**src/hdl/bsr_pressure_residual_reduce_macros.svh**
```systemverilog
// assertion macros for the reduced pressure residual block
// used by bprr_merge, which checks its own logic; no other dependencies
`ifndef BSR_PRESSURE_RESIDUAL_REDUCE_MACROS_SVH
`define BSR_PRESSURE_RESIDUAL_REDUCE_MACROS_SVH

// property holds at every clock edge outside reset
`define BPRR_ASSERT(lbl, clk, rst, pexpr, msg) \
   lbl: assert property (@(posedge clk) disable iff (rst) pexpr) else $error(msg);

// condition never true outside reset
`define BPRR_ASSERT_NEVER(lbl, clk, rst, cond, msg) \
   lbl: assert property (@(posedge clk) disable iff (rst) !(cond)) else $error(msg);

`endif

```
**src/hdl/bprr_pkg.sv**
```systemverilog
// shared widths, request codes and control structs for the residual reduce block
// no dependencies
package bprr_pkg;

   localparam int VALUE_W   = 32;
   localparam int SUM_W     = 64;
   localparam int COL_W     = 12;
   localparam int ROW_W     = 12;
   localparam int CC_W      = 3;
   localparam int PORT_LANES = 6;
   localparam int PAIR_COUNT = PORT_LANES / 2;

   localparam logic [1:0] REQ_LOAD   = 2'd0;
   localparam logic [1:0] REQ_ENTRY  = 2'd1;
   localparam logic [1:0] REQ_FINISH = 2'd2;

   localparam logic [CC_W-1:0] CC_RESET = 3'd3;

   typedef struct packed {
      logic advance;
      logic write;
      logic mac_en;
   } lane_ctrl_type;

   typedef struct packed {
      logic                       valid;
      logic                       finish;
      logic signed [VALUE_W-1:0]  residual;
   } stage_ctrl_type;

endpackage

```
**src/hdl/bprr_ifs.sv**
```systemverilog


interface bprr_rsp_if;
   import bprr_pkg::*;
   logic                      valid;
   logic                      ready;
   logic [ROW_W-1:0]          row_index;
   logic signed [VALUE_W-1:0] reduced_residual;
   logic                      saturated;

   modport source (output valid, row_index, reduced_residual, saturated, input ready);
   modport sink (input valid, row_index, reduced_residual, saturated, output ready);
endinterface


```
**src/hdl/bprr_merge.sv**
```systemverilog
// merge stage: lane product tree, row accumulator, rounding and saturation
// depends on bprr_pkg, bprr_ifs and the assertion macro header
`include "bsr_pressure_residual_reduce_macros.svh"

module bprr_merge #(
   parameter int LANES = 6
) (
   input  logic                              clock,
   input  logic                              reset,
   input  bprr_pkg::stage_ctrl_type          ctrl_s2,
   input  logic signed [bprr_pkg::SUM_W-1:0] product [LANES],
   output logic                              advance,
   bprr_rsp_if.source                        rsp
);
   import bprr_pkg::*;

   localparam logic signed [VALUE_W-1:0] SAT_MAX = {1'b0, {(VALUE_W-1){1'b1}}};
   localparam logic signed [VALUE_W-1:0] SAT_MIN = {1'b1, {(VALUE_W-1){1'b0}}};
   localparam int RND_W  = SUM_W - 16 + 1;
   localparam int DIFF_W = RND_W + 1;

   logic signed [SUM_W-1:0]  padded [PORT_LANES];
   logic signed [SUM_W-1:0]  pair_ff [PAIR_COUNT];
   logic signed [SUM_W-1:0]  total_ff;
   logic signed [SUM_W-1:0]  sum_ff;
   logic signed [RND_W-1:0]  rounded_ff;
   logic signed [RND_W-1:0]  rounded_in;
   logic signed [VALUE_W-1:0] resid5_ff;
   logic                     fin5_ff;
   stage_ctrl_type           ctrl3_ff;
   stage_ctrl_type           ctrl4_ff;
   logic signed [DIFF_W-1:0] diff;
   logic signed [VALUE_W-1:0] result_in;
   logic                     sat_in;
   logic                     out_valid_ff;
   logic [ROW_W-1:0]         row_ff;
   logic [ROW_W-1:0]         row_out_ff;
   logic signed [VALUE_W-1:0] result_ff;
   logic                     sat_ff;

   assign advance = !out_valid_ff || rsp.ready;

   genvar k;
   generate
      for (k = 0; k < PORT_LANES; k++) begin : g_pad
         if (k < LANES) begin : g_used
            assign padded[k] = product[k];
         end else begin : g_zero
            assign padded[k] = '0;
         end
      end
   endgenerate

   // tree: pairs, then total
   always_ff @(posedge clock) begin
      if (reset) begin
         for (int j = 0; j < PAIR_COUNT; j++) begin
            pair_ff[j] <= '0;
         end
         total_ff <= '0;
      end else if (advance) begin
         for (int j = 0; j < PAIR_COUNT; j++) begin
            pair_ff[j] <= padded[2*j] + padded[2*j+1];
         end
         total_ff <= pair_ff[0] + pair_ff[1] + pair_ff[2];
      end
   end

   always_ff @(posedge clock) begin
      if (reset) begin
         ctrl3_ff <= '0;
         ctrl4_ff <= '0;
      end else if (advance) begin
         ctrl3_ff <= ctrl_s2;
         ctrl4_ff <= ctrl3_ff;
      end
   end

   // round to nearest, ties up
   assign rounded_in = RND_W'($signed(sum_ff[SUM_W-1:16])) + RND_W'({1'b0, sum_ff[15]});

   always_ff @(posedge clock) begin
      if (reset) begin
         sum_ff  <= '0;
         fin5_ff <= 1'b0;
      end else if (advance) begin
         if (ctrl4_ff.valid && ctrl4_ff.finish) begin
            sum_ff  <= '0;
            fin5_ff <= 1'b1;
         end else begin
            sum_ff  <= sum_ff + total_ff;
            fin5_ff <= 1'b0;
         end
      end
   end

   always_ff @(posedge clock) begin
      if (advance) begin
         rounded_ff <= rounded_in;
         resid5_ff  <= ctrl4_ff.residual;
      end
   end

   assign diff = DIFF_W'(resid5_ff) - DIFF_W'(rounded_ff);

   always_comb begin
      if (diff > DIFF_W'(SAT_MAX)) begin
         result_in = SAT_MAX;
         sat_in    = 1'b1;
      end else if (diff < DIFF_W'(SAT_MIN)) begin
         result_in = SAT_MIN;
         sat_in    = 1'b1;
      end else begin
         result_in = diff[VALUE_W-1:0];
         sat_in    = 1'b0;
      end
   end

   always_ff @(posedge clock) begin
      if (reset) begin
         out_valid_ff <= 1'b0;
         row_ff       <= '0;
      end else if (advance) begin
         out_valid_ff <= fin5_ff;
         if (fin5_ff) begin
            row_ff <= row_ff + 1'b1;
         end
      end
   end

   always_ff @(posedge clock) begin
      if (advance && fin5_ff) begin
         row_out_ff <= row_ff;
         result_ff  <= result_in;
         sat_ff     <= sat_in;
      end
   end

   assign rsp.valid            = out_valid_ff;
   assign rsp.row_index        = row_out_ff;
   assign rsp.reduced_residual = result_ff;
   assign rsp.saturated        = sat_ff;

   `BPRR_ASSERT(a_row_step, clock, reset,
      (advance && fin5_ff) |=> (row_ff == $past(row_ff) + 1'b1),
      "row counter did not step on finish")
   `BPRR_ASSERT(a_sum_hold, clock, reset, !advance |=> $stable(sum_ff),
      "row sum moved during stall")
   `BPRR_ASSERT(a_sum_clear, clock, reset,
      (advance && ctrl4_ff.valid && ctrl4_ff.finish) |=> (sum_ff == '0),
      "row sum not cleared after finish")
   `BPRR_ASSERT(a_sat_value, clock, reset,
      (out_valid_ff && sat_ff) |-> (result_ff == SAT_MAX || result_ff == SAT_MIN),
      "saturated result not at a limit")

endmodule
```
**src/flat_wrapper.sv**
```systemverilog
// flat-port wrapper written by rule: the top's interface ports become plain ports
module bprr_merge_flat import bprr_pkg::*;
#(
   parameter int LANES = 6
)
  (clock, reset, ctrl_s2, product, advance, rsp_valid, rsp_row_index, rsp_reduced_residual, rsp_saturated, rsp_ready);
  bprr_rsp_if rsp_i ();
  input  logic clock;
  input  logic reset;
  input  bprr_pkg::stage_ctrl_type ctrl_s2;
  input  logic signed [bprr_pkg::SUM_W-1:0] product[LANES];
  output logic advance;
  output wire logic [$bits(rsp_i.valid)-1:0] rsp_valid;
  output wire logic [$bits(rsp_i.row_index)-1:0] rsp_row_index;
  output wire logic [$bits(rsp_i.reduced_residual)-1:0] rsp_reduced_residual;
  output wire logic [$bits(rsp_i.saturated)-1:0] rsp_saturated;
  input wire logic [$bits(rsp_i.ready)-1:0] rsp_ready;
  assign rsp_valid = rsp_i.valid;
  assign rsp_row_index = rsp_i.row_index;
  assign rsp_reduced_residual = rsp_i.reduced_residual;
  assign rsp_saturated = rsp_i.saturated;
  assign rsp_i.ready = rsp_ready;
  bprr_merge #(.LANES(LANES)) u_core (.clock(clock), .reset(reset), .ctrl_s2(ctrl_s2), .product(product), .advance(advance), .rsp(rsp_i));
endmodule
```
**config.mk**
```make
export PLATFORM = sky130hd
export DESIGN_NAME = bprr_merge_flat
export DESIGN_NICKNAME = d
export VERILOG_FILES = /design/src/hdl/bprr_pkg.sv /design/src/hdl/bprr_ifs.sv /design/src/hdl/bprr_merge.sv /design/src/flat_wrapper.sv
export VERILOG_INCLUDE_DIRS = /design/src /design/src/hdl
export SDC_FILE = /design/constraint.sdc
export NUM_CORES = 2
export LEC_CHECK = 0
export ABC_CLOCK_PERIOD_IN_PS = 5400
export BUFFER_PORTS_ARGS = -buffer_cell sky130_fd_sc_hd__buf_2
export CAP_MARGIN = 30
export CORE_MARGIN = 2
export CORE_UTILIZATION = 54
export DETAILED_ROUTE_END_ITERATION = 10
export PLACE_DENSITY_LB_ADDON = 0.08
export SLEW_MARGIN = 40
export SYNTH_ARGS = -nofsm -noshare
export SYNTH_HDL_FRONTEND = slang
export SYNTH_SLANG_ARGS = --single-unit
export TNS_END_PERCENT = 5
```
**constraint.sdc**
```tcl
create_clock -name clock -period 5.4 [get_ports clock]
set_input_delay 0.54 -clock clock [delete_from_list [all_inputs] [get_ports clock]]
set_output_delay 0.54 -clock clock [all_outputs]
set_load 0.1 [all_outputs]
```
==> results.md <==
- Part of the power in registers: 0.317
- Async S/R FF share, synth: 0
- Register bit total from synthesis: 528
- Final WS setup: 0.814 ns
- Worst setup EP type: flip-flop
- Detailed placement HPWL: 90500 um
- Global route total overflow: 0
- Psw: 0.00716 W
- Skew-Pair Late Insertion Delay: 0.61 ns
- CTS root buf: clkbuf_16
- Syn nets: 5376
- R2R cell count: 17
- Total chip power: 0.0182 W
- Vias in the first global route: 32100
- Post-route minimum period: 4.59 ns
- P_int: 0.0111 W
- Leak: 20.1 nW
- TritonCTS clock tree: built
- Combinational fraction of design power: 0.459
- DR vias: 34100
- Port bufs: 467
- First-pass DRT Iterations: 8
- Number of synthesized flops with an enable pin: 318
- Top-count cell post-synth: nand2_1
- Cells after synthesis: 4520
- Buffer depth of the longest clock path: 3
- Crit start category: flip-flop
- CTS buffer count: 57
- Post-synthesis sequential area ratio: 0.344
- Global-route usage over all layers: 0.286
- Switching Fraction: 0.393
- Design area: 45000 um^2
- Kind of critical path: reg -> reg
- Die area: 76100 um^2
- Outcome: finished with violations
- H-tree depth: 2
- Fin crit share: 0.849
- Area leader, netlist: edfxtp_1
- Ys Warns: 0
- Post-DP Area: 43000 um^2
- Slew headroom: 0.475
- Largest net degree at the start of global routing: 164
- Worst slack at placement: 0.657 ns
- Final Slew Violations: 0
- Pwr dens: 405 nW/um^2
- Post-synthesis cell area: 39900 um^2
- Hold Path Cell Cnt: 3
- Crit path max fanout: 32
- TritonCTS sink count: 528
- Unrepaired setup endpoints after global routing: false
- Hold buffer count at CTS: 0
- Ports: 468
- CTS clk-pin slew, worst paths: 0.06 ns
- Initial Util: 0.546
- Number of DRC markers in iteration 0: 2708
- Area growth syn-to-layout: 12.7%
- First-pass GRT wire length: 173000 um
- Synth top area cells: edfxtp_1 24%, ha_1 11%, dfxtp_1 11%
- Synth unique cells: 94
- Die Ht: 276 um
- Via/cell ratio: 5.80
- Failing checks: design-rule violations
- # rows: 99
- Max_cap viols: 0
- Fmax: 0.218 GHz
- Final hold viol count: 0
- Setup violations, final: 0
- TNS Setup: 0 ns
- Routed WL: 113000 um
- Final ANT Viol Nets: 0
- Crit path DAT: 4.92 ns
- Clock Power Share: 0.224
- Commonest cells post-synth: 510 x nand2_1, 461 x a21oi_1, 382 x nor2_1
- Main synth FF type: edfxtp_1
- Setup Skew: 0.0128 ns
- Layout cells sized above 1: 0.133
- Core area: 73100 um^2
- Peak VDD IR: 0.248 mV
- Synthesized area per cell: 8.83 um^2
- Die Wd: 276 um
- Initial antenna violation count: 4
- WL per Instance: 19.1 um
- Req. time, crit path: 5.74 ns
- Slew @ Worst Pin: 0.777 ns
- Hold Path Class: in -> reg
- # DRC: 8
- Final Wtd Congestion: 0.993
- Share of the synthesized area in the top cell type: 0.239
- Post-CTS Setup Repair Bufs: 0
- Post-layout nets: 5737
- Hold slack: 0.169 ns
- Resized cells post-CTS: 0
[worst max-delay path: stages (launching register included)]
cell and delay (ns):
edfxtp_1 0.36, inv_1 0.06, ha_1 0.16, inv_1 0.05, fa_1 0.43, a211oi_1 0.31
o21ai_2 0.13, o31ai_2 0.38, o31a_1 0.35, o21ai_1 0.19, a41oi_1 0.39, o41ai_2 0.13
xor2_1 0.16, nor3_1 0.21, nand4_1 0.22, o21bai_4 0.19, buf_4 0.43, o21ai_1 0.12
[layout by cell type, fill, tap and decap left out, types with 53 or more instances in the layout]
cell type,instances
o21bai_1,57
nand2_1,510
buf_2,466
ha_1,366
a21o_1,229
nor3_1,67
nand3_1,102
clkbuf_16,58
xor2_1,176
a21oi_1,460
a211oi_1,56
nor2_1,381
edfxtp_1,318
xnor2_1,209
a31oi_1,53
dfxtp_1,210
o21ai_0,277
inv_1,154
fa_1,69
nand4_1,79
nor2b_1,53
[logic make-up (layout without fill, tap and decap cells)]
kind of cell | after synthesis | count (layout) | share of synthesized area
simple gates | 1396 | 1396 | 0.159
other cells | 0 | 1 | 0
flops | 528 | 528 | 0.344
mux | 2 | 2 | 0.000501
xor+xnor | 386 | 386 | 0.0849
buf+inv | 341 | 751 | 0.0330
compound gates | 1432 | 1432 | 0.228
fa+ha+maj | 435 | 435 | 0.149
[layout make-up]
type                            instances  area (um^2)
Fill cell                            6547        28100
Multi-Input combinational cell       3651        24900
Sequential cell                       528        13800
Timing Repair Buffer                  487         2560
Clock buffer                           73         1550
Tap cell                              959         1200
Inverter                              156          594
Clock inverter                         35          439
Antenna cell                            1         2.50
[worst paths after layout]
kind,startpoint,end,slack [ns]
setup / recovery,u_core.resid5_ff[0],u_core.rsp.reduced_residual[2],0.81
hold / removal,ctrl_s2[8],u_core.ctrl3_ff[8],0.17
setup reg to reg,u_core.resid5_ff[0],u_core.rsp.reduced_residual[2],0.81
hold reg to reg,u_core.ctrl4_ff[2],u_core.resid5_ff[2],0.43
[power groups by stage]
stage | Clock, W | Sequential [W] | Combinational (W)
after floorplan | 0 | 0.00569 | 0.00644
after global placement | 0 | 0.00584 | 0.00820
after detailed placement | 0 | 0.00587 | 0.00824
after CTS | 0.00417 | 0.00579 | 0.00830
after global routing | 0.00431 | 0.00588 | 0.00931
final | 0.00409 | 0.00579 | 0.00837
[routing by layer]
layer | up-vias | share of wire | GRT usage
li1 | 17200 | - | -
met3 | 138 | 0.055 | 0.0313
met2 | 1025 | 0.45 | 0.464
met4 | 0 | 0.023 | 0.0672
met1 | 15800 | 0.47 | 0.411
met5 | - | 0 | 0
[flip-flops by register name, indices dropped and copies added, names as in the netlist]
register	flops
u_core.ctrl3_ff	34
u_core.ctrl4_ff	34
u_core.fin5_ff	1
u_core.pair_ff	192
u_core.resid5_ff	32
u_core.rounded_ff	49
u_core.row_ff	12
u_core.rsp.reduced_residual	32
u_core.rsp.row_index	12
u_core.rsp.saturated	1
u_core.rsp.valid	1
u_core.sum_ff	64
u_core.total_ff	64
[metrics by stage]
stage,util,cells
2_1_floorplan,-,4520
3_3_place_gp,0.588,5779
3_5_place_dp,0.588,5779
4_1_cts,0.615,5887
5_1_grt,0.616,5890
6_report,0.616,5890
Note: power is estimated with default switching activity, not from simulation.
